===== config.mk =====
export PLATFORM = sky130hd
export DESIGN_NAME = nv21_rotation_address_generator_flat
export DESIGN_NICKNAME = d
export VERILOG_FILES = /design/src/design/nv21rag_pkg.sv /design/src/design/nv21rag_if.sv /design/src/design/nv21rag_cfg_regs.sv /design/src/design/nv21rag_src_map.sv /design/src/design/nv21rag_offset_calc.sv /design/src/design/nv21_rotation_address_generator.sv /design/src/flat_wrapper.sv
export VERILOG_INCLUDE_DIRS = /design/src /design/src/design
export SDC_FILE = /design/constraint.sdc
export NUM_CORES = 2
export LEC_CHECK = 0
export ABC_AREA = 1
export BUFFER_PORTS_ARGS = -buffer_cell sky130_fd_sc_hd__clkbuf_2
export CELL_PAD_IN_SITES_DETAIL_PLACEMENT = 0
export CELL_PAD_IN_SITES_GLOBAL_PLACEMENT = 1
export CORE_MARGIN = 2
export CORE_UTILIZATION = 45
export CTS_BUF_LIST = sky130_fd_sc_hd__clkbuf_8
export CTS_CLUSTER_DIAMETER = 150
export CTS_CLUSTER_SIZE = 8
export DETAILED_ROUTE_END_ITERATION = 10
export GPL_ROUTABILITY_DRIVEN = 0
export PLACE_DENSITY = 0.87
export SYNTH_ARGS = -nofsm -noshare
export SYNTH_HDL_FRONTEND = slang
export SYNTH_SLANG_ARGS = --single-unit

===== constraint.sdc =====
create_clock -name clk -period 16.9 [get_ports clk]
set_input_delay 0.845 -clock clk [delete_from_list [all_inputs] [get_ports clk]]
set_output_delay 0.845 -clock clk [all_outputs]
set_load 0.005 [all_outputs]

===== src/design/nv21_rotation_address_generator_assert.svh =====
// assertion macros shared by the nv21 rotation address generator modules
// expects signals clk and rst in the module that uses them
`ifndef NV21_ROTATION_ADDRESS_GENERATOR_ASSERT_SVH
`define NV21_ROTATION_ADDRESS_GENERATOR_ASSERT_SVH

// condition now implies a consequence in the same cycle
`define NV21RAG_ASSERT_IMPL(label, cond, cons) \
  label: assert property (@(posedge clk) disable iff (rst) (cond) |-> (cons)) \
    else $error("nv21rag same-cycle check failed");

// condition now implies a consequence in the next cycle
`define NV21RAG_ASSERT_NEXT(label, cond, cons) \
  label: assert property (@(posedge clk) disable iff (rst) (cond) |=> (cons)) \
    else $error("nv21rag next-cycle check failed");

`endif


===== src/design/nv21rag_pkg.sv =====
// shared types and constants for the nv21 rotation address generator
// no dependencies
package nv21rag_pkg;

  localparam int COORD_W  = 12;
  localparam int DIM_W    = 13;
  localparam int STRIDE_W = 14;
  localparam int PSTR_W   = 3;
  localparam int OFF_W    = 26;
  localparam int CFG_IDX_W  = 3;
  localparam int CFG_DATA_W = 14;

  // chroma pair stride that the block supports
  localparam logic [PSTR_W-1:0] CHROMA_PAIR_STRIDE = 3'd2;

  localparam logic [DIM_W-1:0]    RESET_DIM         = 13'd4096;
  localparam logic [STRIDE_W-1:0] RESET_ROW_STRIDE  = 14'd4096;
  localparam logic [PSTR_W-1:0]   RESET_LUMA_PSTR   = 3'd1;

  typedef enum logic [1:0] {
    ROT_0   = 2'd0,
    ROT_90  = 2'd1,
    ROT_180 = 2'd2,
    ROT_270 = 2'd3
  } rot_t;

  typedef enum logic [CFG_IDX_W-1:0] {
    CFG_ROTATION      = 3'd0,
    CFG_SOURCE_WIDTH  = 3'd1,
    CFG_SOURCE_HEIGHT = 3'd2,
    CFG_LUMA_ROW      = 3'd3,
    CFG_LUMA_PIXEL    = 3'd4,
    CFG_CHROMA_ROW    = 3'd5,
    CFG_CHROMA_PIXEL  = 3'd6,
    CFG_DEST_WIDTH    = 3'd7
  } cfg_idx_t;

  typedef struct packed {
    rot_t                  rotation_quarters;
    logic [DIM_W-1:0]      source_width;
    logic [DIM_W-1:0]      source_height;
    logic [STRIDE_W-1:0]   luma_row_stride;
    logic [PSTR_W-1:0]     luma_pixel_stride;
    logic [STRIDE_W-1:0]   chroma_row_stride;
    logic [PSTR_W-1:0]     chroma_pixel_stride;
    logic [DIM_W-1:0]      dest_width;
  } cfg_t;

  // source-mapped coordinate word between the mapping and offset stages
  typedef struct packed {
    logic [COORD_W-1:0] x;
    logic [COORD_W-1:0] y;
    logic [DIM_W-1:0]   sx;
    logic [DIM_W-1:0]   sy;
    logic               skip;
    logic               cv;
  } map_t;

  typedef struct packed {
    logic             skipped;
    logic [OFF_W-1:0] src_luma_offset;
    logic [OFF_W-1:0] dst_luma_offset;
    logic             chroma_valid;
    logic [OFF_W-1:0] src_chroma_offset;
    logic [OFF_W-1:0] dst_chroma_offset;
  } res_t;

endpackage


===== src/design/nv21rag_if.sv =====
// channel interfaces: pixel coordinate, address result and register write
// depends on nv21rag_pkg
interface nv21rag_pix_if;
  logic                             valid;
  logic                             ready;
  logic [nv21rag_pkg::COORD_W-1:0]  dest_col;
  logic [nv21rag_pkg::COORD_W-1:0]  dest_row;
  modport source (output valid, dest_col, dest_row, input ready);
  modport sink (input valid, dest_col, dest_row, output ready);
endinterface

interface nv21rag_res_if;
  logic                           valid;
  logic                           ready;
  logic                           skipped;
  logic [nv21rag_pkg::OFF_W-1:0]  src_luma_offset;
  logic [nv21rag_pkg::OFF_W-1:0]  dst_luma_offset;
  logic                           chroma_valid;
  logic [nv21rag_pkg::OFF_W-1:0]  src_chroma_offset;
  logic [nv21rag_pkg::OFF_W-1:0]  dst_chroma_offset;
  modport source (output valid, skipped, src_luma_offset, dst_luma_offset, chroma_valid,
                  src_chroma_offset, dst_chroma_offset, input ready);
  modport sink (input valid, skipped, src_luma_offset, dst_luma_offset, chroma_valid,
                src_chroma_offset, dst_chroma_offset, output ready);
endinterface

interface nv21rag_cfg_if;
  logic                               valid;
  logic                               ready;
  logic [nv21rag_pkg::CFG_IDX_W-1:0]  index;
  logic [nv21rag_pkg::CFG_DATA_W-1:0] data;
  modport source (output valid, index, data, input ready);
  modport sink (input valid, index, data, output ready);
endinterface


===== src/design/nv21rag_cfg_regs.sv =====
// configuration register file of the rotation address generator
// depends on nv21rag_pkg and nv21rag_cfg_if
module nv21rag_cfg_regs (
  input  logic                clk,
  input  logic                rst,
  nv21rag_cfg_if.sink         cfg,
  output nv21rag_pkg::cfg_t   regs
);

  assign cfg.ready = 1'b1;

  always_ff @(posedge clk) begin
    if (rst) begin
      regs.rotation_quarters   <= nv21rag_pkg::ROT_0;
      regs.source_width        <= nv21rag_pkg::RESET_DIM;
      regs.source_height       <= nv21rag_pkg::RESET_DIM;
      regs.luma_row_stride     <= nv21rag_pkg::RESET_ROW_STRIDE;
      regs.luma_pixel_stride   <= nv21rag_pkg::RESET_LUMA_PSTR;
      regs.chroma_row_stride   <= nv21rag_pkg::RESET_ROW_STRIDE;
      regs.chroma_pixel_stride <= nv21rag_pkg::CHROMA_PAIR_STRIDE;
      regs.dest_width          <= nv21rag_pkg::RESET_DIM;
    end else if (cfg.valid) begin
      case (nv21rag_pkg::cfg_idx_t'(cfg.index))
        nv21rag_pkg::CFG_ROTATION: begin
          regs.rotation_quarters <= nv21rag_pkg::rot_t'(cfg.data[1:0]);
        end
        nv21rag_pkg::CFG_SOURCE_WIDTH: begin
          regs.source_width <= cfg.data[nv21rag_pkg::DIM_W-1:0];
        end
        nv21rag_pkg::CFG_SOURCE_HEIGHT: begin
          regs.source_height <= cfg.data[nv21rag_pkg::DIM_W-1:0];
        end
        nv21rag_pkg::CFG_LUMA_ROW: begin
          regs.luma_row_stride <= cfg.data[nv21rag_pkg::STRIDE_W-1:0];
        end
        nv21rag_pkg::CFG_LUMA_PIXEL: begin
          regs.luma_pixel_stride <= cfg.data[nv21rag_pkg::PSTR_W-1:0];
        end
        nv21rag_pkg::CFG_CHROMA_ROW: begin
          regs.chroma_row_stride <= cfg.data[nv21rag_pkg::STRIDE_W-1:0];
        end
        nv21rag_pkg::CFG_CHROMA_PIXEL: begin
          regs.chroma_pixel_stride <= cfg.data[nv21rag_pkg::PSTR_W-1:0];
        end
        nv21rag_pkg::CFG_DEST_WIDTH: begin
          regs.dest_width <= cfg.data[nv21rag_pkg::DIM_W-1:0];
        end
        default: begin
        end
      endcase
    end
  end

endmodule


===== src/design/nv21rag_src_map.sv =====
// input register and destination-to-source coordinate mapping stage
// depends on nv21rag_pkg and nv21_rotation_address_generator_assert.svh
`include "nv21_rotation_address_generator_assert.svh"

module nv21rag_src_map #(
  parameter int MAX_DIMENSION = 4096
) (
  input  logic                             clk,
  input  logic                             rst,
  input  nv21rag_pkg::cfg_t                regs,
  input  logic                             in_valid,
  output logic                             in_ready,
  input  logic [nv21rag_pkg::COORD_W-1:0]  in_x,
  input  logic [nv21rag_pkg::COORD_W-1:0]  in_y,
  output logic                             out_valid,
  input  logic                             out_ready,
  output nv21rag_pkg::map_t                map
);

  logic                             v0;
  logic [nv21rag_pkg::COORD_W-1:0]  x0;
  logic [nv21rag_pkg::COORD_W-1:0]  y0;
  logic                             v1;
  logic                             ready0;
  logic                             ready1;
  logic [nv21rag_pkg::DIM_W-1:0]    eff_w;
  logic [nv21rag_pkg::DIM_W-1:0]    eff_h;
  logic signed [14:0]               sxs;
  logic signed [14:0]               sys;
  nv21rag_pkg::map_t                map_next;

  function automatic logic [nv21rag_pkg::DIM_W-1:0] eff_dim(
    input logic [nv21rag_pkg::DIM_W-1:0] d
  );
    if (d == '0) begin
      return nv21rag_pkg::DIM_W'(1);
    end else if (32'(d) > MAX_DIMENSION) begin
      return nv21rag_pkg::DIM_W'(MAX_DIMENSION);
    end else begin
      return d;
    end
  endfunction

  function automatic logic [nv21rag_pkg::DIM_W-1:0] clamp(
    input logic signed [14:0]            c,
    input logic [nv21rag_pkg::DIM_W-1:0] d
  );
    if (c < 15'sd0) begin
      return '0;
    end else if (c > $signed({2'b00, d}) - 15'sd1) begin
      return d - nv21rag_pkg::DIM_W'(1);
    end else begin
      return c[nv21rag_pkg::DIM_W-1:0];
    end
  endfunction

  assign eff_w = eff_dim(regs.source_width);
  assign eff_h = eff_dim(regs.source_height);

  assign ready1    = !v1 || out_ready;
  assign ready0    = !v0 || ready1;
  assign in_ready  = ready0;
  assign out_valid = v1;

  always_comb begin
    logic signed [14:0] xs;
    logic signed [14:0] ys;
    logic signed [14:0] ws;
    logic signed [14:0] hs;
    xs = $signed({3'b000, x0});
    ys = $signed({3'b000, y0});
    ws = $signed({2'b00, eff_w});
    hs = $signed({2'b00, eff_h});
    case (regs.rotation_quarters)
      nv21rag_pkg::ROT_90: begin
        sxs = ys;
        sys = hs - 15'sd1 - xs;
      end
      nv21rag_pkg::ROT_180: begin
        sxs = ws - 15'sd1 - xs;
        sys = hs - 15'sd1 - ys;
      end
      nv21rag_pkg::ROT_270: begin
        sxs = ws - 15'sd1 - ys;
        sys = xs;
      end
      default: begin
        sxs = xs;
        sys = ys;
      end
    endcase
    map_next.x    = x0;
    map_next.y    = y0;
    map_next.sx   = clamp(sxs, eff_w);
    map_next.sy   = clamp(sys, eff_h);
    map_next.skip = regs.chroma_pixel_stride != nv21rag_pkg::CHROMA_PAIR_STRIDE;
    map_next.cv   = !x0[0] && !y0[0];
  end

  always_ff @(posedge clk) begin
    if (rst) begin
      v0 <= 1'b0;
      v1 <= 1'b0;
    end else begin
      if (ready0) begin
        v0 <= in_valid;
      end
      if (ready1) begin
        v1 <= v0;
      end
    end
    if (ready0 && in_valid) begin
      x0 <= in_x;
      y0 <= in_y;
    end
    if (ready1 && v0) begin
      map <= map_next;
    end
  end

  `NV21RAG_ASSERT_IMPL(a_sx_in_frame, v1 && !map.skip, map.sx < eff_w)
  `NV21RAG_ASSERT_IMPL(a_sy_in_frame, v1 && !map.skip, map.sy < eff_h)
  `NV21RAG_ASSERT_NEXT(a_stall_holds_map, v1 && !out_ready, v1 && $stable(map))

endmodule


===== src/design/nv21rag_offset_calc.sv =====
// product stage and sum stage that form the byte offsets, result register
// depends on nv21rag_pkg
module nv21rag_offset_calc (
  input  logic               clk,
  input  logic               rst,
  input  nv21rag_pkg::cfg_t  regs,
  input  logic               in_valid,
  output logic               in_ready,
  input  nv21rag_pkg::map_t  map,
  output logic               out_valid,
  input  logic               out_ready,
  output nv21rag_pkg::res_t  res
);

  typedef struct packed {
    logic [25:0] sy_lrs;
    logic [15:0] sx_lps;
    logic [24:0] y_dw;
    logic [14:0] x_lps;
    logic [25:0] syh_crs;
    logic [22:0] yh_dwh;
    logic [11:0] sxh;
    logic [10:0] xh;
    logic        skip;
    logic        cv;
  } prod_t;

  logic               v2;
  logic               v3;
  logic               ready2;
  logic               ready3;
  prod_t              prod;
  prod_t              prod_next;
  logic [26:0]        sy_lrs_full;
  logic [25:0]        syh_crs_full;
  nv21rag_pkg::res_t  res_next;

  assign ready3    = !v3 || out_ready;
  assign ready2    = !v2 || ready3;
  assign in_ready  = ready2;
  assign out_valid = v3;

  assign sy_lrs_full  = 27'(map.sy) * 27'(regs.luma_row_stride);
  assign syh_crs_full = 26'(map.sy[12:1]) * 26'(regs.chroma_row_stride);

  always_comb begin
    prod_next.sy_lrs  = sy_lrs_full[25:0];
    prod_next.sx_lps  = 16'(map.sx) * 16'(regs.luma_pixel_stride);
    prod_next.y_dw    = 25'(map.y) * 25'(regs.dest_width);
    prod_next.x_lps   = 15'(map.x) * 15'(regs.luma_pixel_stride);
    prod_next.syh_crs = syh_crs_full;
    prod_next.yh_dwh  = 23'(map.y[11:1]) * 23'(regs.dest_width[12:1]);
    prod_next.sxh     = map.sx[12:1];
    prod_next.xh      = map.x[11:1];
    prod_next.skip    = map.skip;
    prod_next.cv      = map.cv;
  end

  // chroma pair stride is two whenever a result is not skipped
  always_comb begin
    res_next = '0;
    res_next.skipped = prod.skip;
    if (!prod.skip) begin
      res_next.src_luma_offset = prod.sy_lrs + 26'(prod.sx_lps);
      res_next.dst_luma_offset = 26'(prod.y_dw) + 26'(prod.x_lps);
      res_next.chroma_valid    = prod.cv;
      if (prod.cv) begin
        res_next.src_chroma_offset = prod.syh_crs + 26'({prod.sxh, 1'b0});
        res_next.dst_chroma_offset = 26'({prod.yh_dwh, 1'b0}) + 26'({prod.xh, 1'b0});
      end
    end
  end

  always_ff @(posedge clk) begin
    if (rst) begin
      v2 <= 1'b0;
      v3 <= 1'b0;
    end else begin
      if (ready2) begin
        v2 <= in_valid;
      end
      if (ready3) begin
        v3 <= v2;
      end
    end
    if (ready2 && in_valid) begin
      prod <= prod_next;
    end
    if (ready3 && v2) begin
      res <= res_next;
    end
  end

endmodule


===== src/design/nv21_rotation_address_generator.sv =====
// top level of the nv21 rotation address generator
// depends on nv21rag_pkg, nv21rag_if, nv21rag_cfg_regs, nv21rag_src_map, nv21rag_offset_calc
`include "nv21_rotation_address_generator_assert.svh"

// Takes one destination pixel (dest_col, dest_row) per word and returns the
// source and destination luma byte offsets for a rotation of 0, 90, 180 or
// 270 degrees, plus the chroma pair offsets (V byte at the offset, U byte at
// offset plus one) when both coordinates are even. A new pixel is accepted
// every clock while the result side does not stall; its result passes the
// input register, source mapping register, multiplier register and result
// register. Ready runs combinationally from the result side back to the pixel
// side, so a result stall that meets a full pipe stops input in the same
// cycle. Results carry skipped set and all offsets zero while the chroma pixel
// stride is not 2. Registers are written through the cfg channel, which is
// always ready, and must only be written while no pixel is in flight.
module nv21_rotation_address_generator #(
  parameter int MAX_DIMENSION = 4096
) (
  input  logic          clk,
  input  logic          rst,
  nv21rag_pix_if.sink   pixel,
  nv21rag_res_if.source result,
  nv21rag_cfg_if.sink   cfg
);

  nv21rag_pkg::cfg_t  regs;
  nv21rag_pkg::map_t  map;
  nv21rag_pkg::res_t  res;
  logic               map_valid;
  logic               map_ready;

  nv21rag_cfg_regs u_cfg_regs (
    .clk  (clk),
    .rst  (rst),
    .cfg  (cfg),
    .regs (regs)
  );

  nv21rag_src_map #(
    .MAX_DIMENSION (MAX_DIMENSION)
  ) u_src_map (
    .clk       (clk),
    .rst       (rst),
    .regs      (regs),
    .in_valid  (pixel.valid),
    .in_ready  (pixel.ready),
    .in_x      (pixel.dest_col),
    .in_y      (pixel.dest_row),
    .out_valid (map_valid),
    .out_ready (map_ready),
    .map       (map)
  );

  nv21rag_offset_calc u_offset_calc (
    .clk       (clk),
    .rst       (rst),
    .regs      (regs),
    .in_valid  (map_valid),
    .in_ready  (map_ready),
    .map       (map),
    .out_valid (result.valid),
    .out_ready (result.ready),
    .res       (res)
  );

  assign result.skipped           = res.skipped;
  assign result.src_luma_offset   = res.src_luma_offset;
  assign result.dst_luma_offset   = res.dst_luma_offset;
  assign result.chroma_valid      = res.chroma_valid;
  assign result.src_chroma_offset = res.src_chroma_offset;
  assign result.dst_chroma_offset = res.dst_chroma_offset;

  `NV21RAG_ASSERT_IMPL(a_skip_zeroes, result.valid && result.skipped,
    !result.chroma_valid && result.src_luma_offset == '0 && result.dst_luma_offset == '0)
  `NV21RAG_ASSERT_IMPL(a_skip_cause, result.valid && result.skipped,
    regs.chroma_pixel_stride != nv21rag_pkg::CHROMA_PAIR_STRIDE)
  `NV21RAG_ASSERT_IMPL(a_odd_no_chroma, result.valid && !result.chroma_valid,
    result.src_chroma_offset == '0 && result.dst_chroma_offset == '0)
  `NV21RAG_ASSERT_IMPL(a_dst_chroma_even, result.valid && result.chroma_valid,
    !result.dst_chroma_offset[0])

endmodule


===== src/flat_wrapper.sv =====
// flat-port wrapper written by rule: the top's interface ports become plain ports
module nv21_rotation_address_generator_flat 
#(
  parameter int MAX_DIMENSION = 4096
)
  (clk, rst, pixel_valid, pixel_dest_col, pixel_dest_row, pixel_ready, result_valid, result_skipped, result_src_luma_offset, result_dst_luma_offset, result_chroma_valid, result_src_chroma_offset, result_dst_chroma_offset, result_ready, cfg_valid, cfg_index, cfg_data, cfg_ready);
  nv21rag_pix_if pixel_i ();
  nv21rag_res_if result_i ();
  nv21rag_cfg_if cfg_i ();
  input  logic clk;
  input  logic rst;
  input wire logic [$bits(pixel_i.valid)-1:0] pixel_valid;
  input wire logic [$bits(pixel_i.dest_col)-1:0] pixel_dest_col;
  input wire logic [$bits(pixel_i.dest_row)-1:0] pixel_dest_row;
  output wire logic [$bits(pixel_i.ready)-1:0] pixel_ready;
  output wire logic [$bits(result_i.valid)-1:0] result_valid;
  output wire logic [$bits(result_i.skipped)-1:0] result_skipped;
  output wire logic [$bits(result_i.src_luma_offset)-1:0] result_src_luma_offset;
  output wire logic [$bits(result_i.dst_luma_offset)-1:0] result_dst_luma_offset;
  output wire logic [$bits(result_i.chroma_valid)-1:0] result_chroma_valid;
  output wire logic [$bits(result_i.src_chroma_offset)-1:0] result_src_chroma_offset;
  output wire logic [$bits(result_i.dst_chroma_offset)-1:0] result_dst_chroma_offset;
  input wire logic [$bits(result_i.ready)-1:0] result_ready;
  input wire logic [$bits(cfg_i.valid)-1:0] cfg_valid;
  input wire logic [$bits(cfg_i.index)-1:0] cfg_index;
  input wire logic [$bits(cfg_i.data)-1:0] cfg_data;
  output wire logic [$bits(cfg_i.ready)-1:0] cfg_ready;
  assign pixel_i.valid = pixel_valid;
  assign pixel_i.dest_col = pixel_dest_col;
  assign pixel_i.dest_row = pixel_dest_row;
  assign pixel_ready = pixel_i.ready;
  assign result_valid = result_i.valid;
  assign result_skipped = result_i.skipped;
  assign result_src_luma_offset = result_i.src_luma_offset;
  assign result_dst_luma_offset = result_i.dst_luma_offset;
  assign result_chroma_valid = result_i.chroma_valid;
  assign result_src_chroma_offset = result_i.src_chroma_offset;
  assign result_dst_chroma_offset = result_i.dst_chroma_offset;
  assign result_i.ready = result_ready;
  assign cfg_i.valid = cfg_valid;
  assign cfg_i.index = cfg_index;
  assign cfg_i.data = cfg_data;
  assign cfg_ready = cfg_i.ready;
  nv21_rotation_address_generator #(.MAX_DIMENSION(MAX_DIMENSION)) u_core (.clk(clk), .rst(rst), .pixel(pixel_i), .result(result_i), .cfg(cfg_i));
endmodule

==> metrics.txt <==
status completed; core area 0.09001 sq mm; Non-Filler Instances 6173; Clock Tree Buf Depth 3; root buf cell clkbuf_8; minimum clock period 5.674 ns; largest net degree at the start of global routing 81; Ys Warns 0; post-synthesis sequential area ratio 28.59%; clk_skew 0.05914 ns; CP top delay family adder cells; Top FF cell, synth edfxtp_1; Final setup violation count 0; # H-tree levels 2; WP data arrival 6.14 ns; layout cells sized above 1 5.947%; crit path max fanout 28; Worst path slowest cell edfxtp_1; reg2reg start u_core.u_src_map.map[14]; fraction of the mapped netlist area in adder cells 32.04%; worst slew pin tran 1.260 ns; worst hold path class input port to flip-flop; Worst path depth 19; Crit Path Class flip-flop to flip-flop; Placed Cells incl. Taps 6065; Post-synth EDFFs 336; crit path cell chain nand2_1 -> fa_1 -> fa_1 -> inv_1 -> fa_1 -> inv_1 -> fa_1 -> inv_1 -> fa_1 -> ha_1 -> a21oi_1 -> o21ai_0 -> o21ai_0 -> nand3_1 -> nand2_1 -> nand2_1 -> nand2_1 -> nand2_1 -> xor2_1; Max Fclk 176.2 MHz; design area 0.04365 sq mm; hold path start pixel_dest_row[0]; worst reg2reg path depth 19; clock sink total 415; Post-CTS Setup Inserts 0; met1 wire length 47490 um; WL final 103200 um; FF+latch count, synth 415; Final Cycle Share 33.58%; fin nets 5787; Pwr Density 66.66 mW/mm^2; Worst-path clk slew 0.08 ns; total negative slack 0 ns; CTS buffer count 57; Avg WL per Cell 16.72 um; Post-Synth Simple-Gate Area 16.25%; largest family of logic cells by synthesized area adder cells; first-pass detailed-route iteration total 10; Cell Area, Placed 0.04263 sq mm; uppermost routed layer met5; die height 305.2 um; Area Overhead vs Synth 6.911%; Slew Limit Fails 0; Power Total 2.909 mW; fraction of registers with async set/reset 0%; Post-Syn Area per Cell 8.394 sq um; Post-Syn Instances 4864; CP peak stage delay 1.18 ns; routed length on met2 45290 um; Skew-Pair Late Insertion Delay 0.75 ns; DIE WIDTH 305.2 um; initial core utilization 45.36%; library cells used by synthesis 58; Static Leak 22.38 nW; reg-to-reg slack, setup 11.23 ns; total gr overflow 0; Met3 Wirelength 7066 um; FP Rows 110; Crit. End Element flip-flop; Worst setup SP type flip-flop; Final Hold Fails 0; post-route ant nets 0; CTS tree done; die area 0.09315 sq mm; Residual DRC 0; Hold EP u_core.u_src_map.y0[0]; worst reg2reg endpoint u_core.u_offset_calc.prod[154]; area share of xor/xnor cells in the synthesized design 2.571%; overall routing resource usage 22.45%; worst rel slew slack 16.03%; fraction of the mapped netlist area in compound gates 9.697%; first-pass GRT wire length 166500 um; post-detail-place hpwl 81120 um; worst vdd ir 0.06381 mV; CTS resizes 0; CP bufs+invs 3; I/O pin count 155; cts hold-fix bufs 0; vias in the first global route 31470; hold path cells 1; RSZ-0062 raised after global routing false; antenna violations before repair 3; total number of vias 31680; Worst EP required 17.37 ns; DR vias/cell 5.133; Starting DRT DRC Count 2642; Cell Area, Synth 0.04083 sq mm; port bufs 151; multiplexer share of the synthesized area 0%; MaxCap Viol Count 0
-- cell type report --
type	count	area (sq um)
clock buffer	57	784.5
clock inverter	48	221.5
inverter	1015	3822
fill	8626	46360
multi-input combinational	3288	24760
tap	1176	1471
timing repair buffer	171	905.9
antenna	3	7.507
sequential	415	11670
-- logic make-up after synthesis --
kind of cell / count (synthesis)
DFF: 415
xor gates and xnor gates: 119
and+or+nand+nor: 1637
adders and majority gates: 793
AOI/OAI and AO/OA: 732
buffers and inverters: 1166
other: 2
-- synth_stat cells (3+ instances only) --
cell type	n	area share, %
a211oi_1	5	0.092
o221ai_1	3	0.064
nor4_1	8	0.12
o21ai_2	9	0.19
o21ai_1	9	0.11
a21boi_0	3	0.055
clkbuf_1	117	1.1
a21oi_1	332	4.1
buf_6	3	0.083
nand2_4	5	0.14
o21ai_0	278	3.4
o21a_1	18	0.33
a22oi_1	7	0.13
a31oi_1	16	0.25
nand3_1	111	1.4
or2_2	5	0.077
edfxtp_1	336	25
nor2_2	12	0.18
o41ai_1	3	0.064
o21bai_1	17	0.31
inv_1	1000	9.2
ha_1	372	11
nand3_2	3	0.074
inv_2	11	0.10
nand3b_1	4	0.074
a21o_1	12	0.22
buf_4	3	0.055
nor3_1	25	0.31
fa_1	421	21
and3_1	4	0.061
xor2_1	79	1.7
buf_1	26	0.24
nand2_1	1090	10
nand2_2	7	0.11
o2111ai_1	5	0.11
xnor2_1	39	0.84
dfxtp_1	79	3.9
nor2_1	317	2.9
nand4_1	39	0.60
o211ai_1	7	0.13
-- how the worst max path moves through the flow --
| stage | start | to | slack, ns |
|---|---|---|---|
| global route | u_core.u_src_map.map[14] | u_core.u_offset_calc.prod[70] | 10.81 |
| CTS | u_core.u_src_map.map[14] | u_core.u_offset_calc.prod[154] | 11.28 |
| detailed placement | u_core.u_src_map.map[14] | u_core.u_offset_calc.prod[154] | 11.29 |
| finish | u_core.u_src_map.map[14] | u_core.u_offset_calc.prod[154] | 11.23 |
| global placement | u_core.u_src_map.map[12] | u_core.u_offset_calc.prod[72] | 11.34 |
| floorplan | result_ready | u_core.u_offset_calc.res[100] | 11.07 |
-- worst register-to-register path: stages (launching register included) --
cell,delay (ns)
edfxtp_1,1.18
nand2_1,0.21
fa_1,0.49
fa_1,0.49
inv_1,0.05
fa_1,0.47
inv_1,0.05
fa_1,0.52
inv_1,0.05
fa_1,0.47
ha_1,0.37
a21oi_1,0.24
o21ai_0,0.13
o21ai_0,0.18
nand3_1,0.14
nand2_1,0.09
nand2_1,0.05
nand2_1,0.05
nand2_1,0.06
xor2_1,0.13
-- flip-flops by register name, summed over array words and instances (netlist names) --
register / count
u_core.u_offset_calc.prod: 156
u_core.u_offset_calc.res: 104
u_core.u_cfg_regs.regs: 75
u_core.u_src_map.map: 52
u_core.u_src_map.x0: 12
u_core.u_src_map.y0: 12
u_core.u_offset_calc.out_valid: 1
u_core.u_offset_calc.v2: 1
u_core.u_src_map.out_valid: 1
u_core.u_src_map.v0: 1
-- stage by stage --
stage,setup WS (ns),hold WS [ns],util [%]
global placement,11.34,0.4096,47.37
global route,10.81,0.2136,48.49
floorplan,11.07,0.4003,-
finish,11.23,0.2525,48.49
CTS,11.28,0.1885,48.48
detailed placement,11.29,0.4303,47.37
-- cell usage in the layout (no fill, tap or decap), types with 17 or more instances in the layout --
master,Yosys,layout
nand2_1,1090,1090
inv_1,1000,1042
fa_1,421,421
ha_1,372,372
edfxtp_1,336,336
a21oi_1,332,332
nor2_1,317,315
o21ai_0,278,278
clkbuf_2,0,151
nand3_1,111,111
xor2_1,79,79
dfxtp_1,79,79
clkbuf_8,0,57
xnor2_1,39,39
nand4_1,39,39
nor3_1,25,25
buf_4,3,20
o21a_1,18,18
o21bai_1,17,17
-- report_power, final --
group	internal [mW]	switching, mW	leakage, nW
clock network	0.318	0.418	0.674
logic	0.332	0.599	17.9
registers	1.18	0.0653	3.77
-- metal layers --
layer	vias up	track usage [%]
met3	166	3.536
met2	955	35.28
met5	-	0
met1	15080	31.84
met4	4	7.229
li1	15480	-
Note: power is estimated with default switching activity, not from simulation.
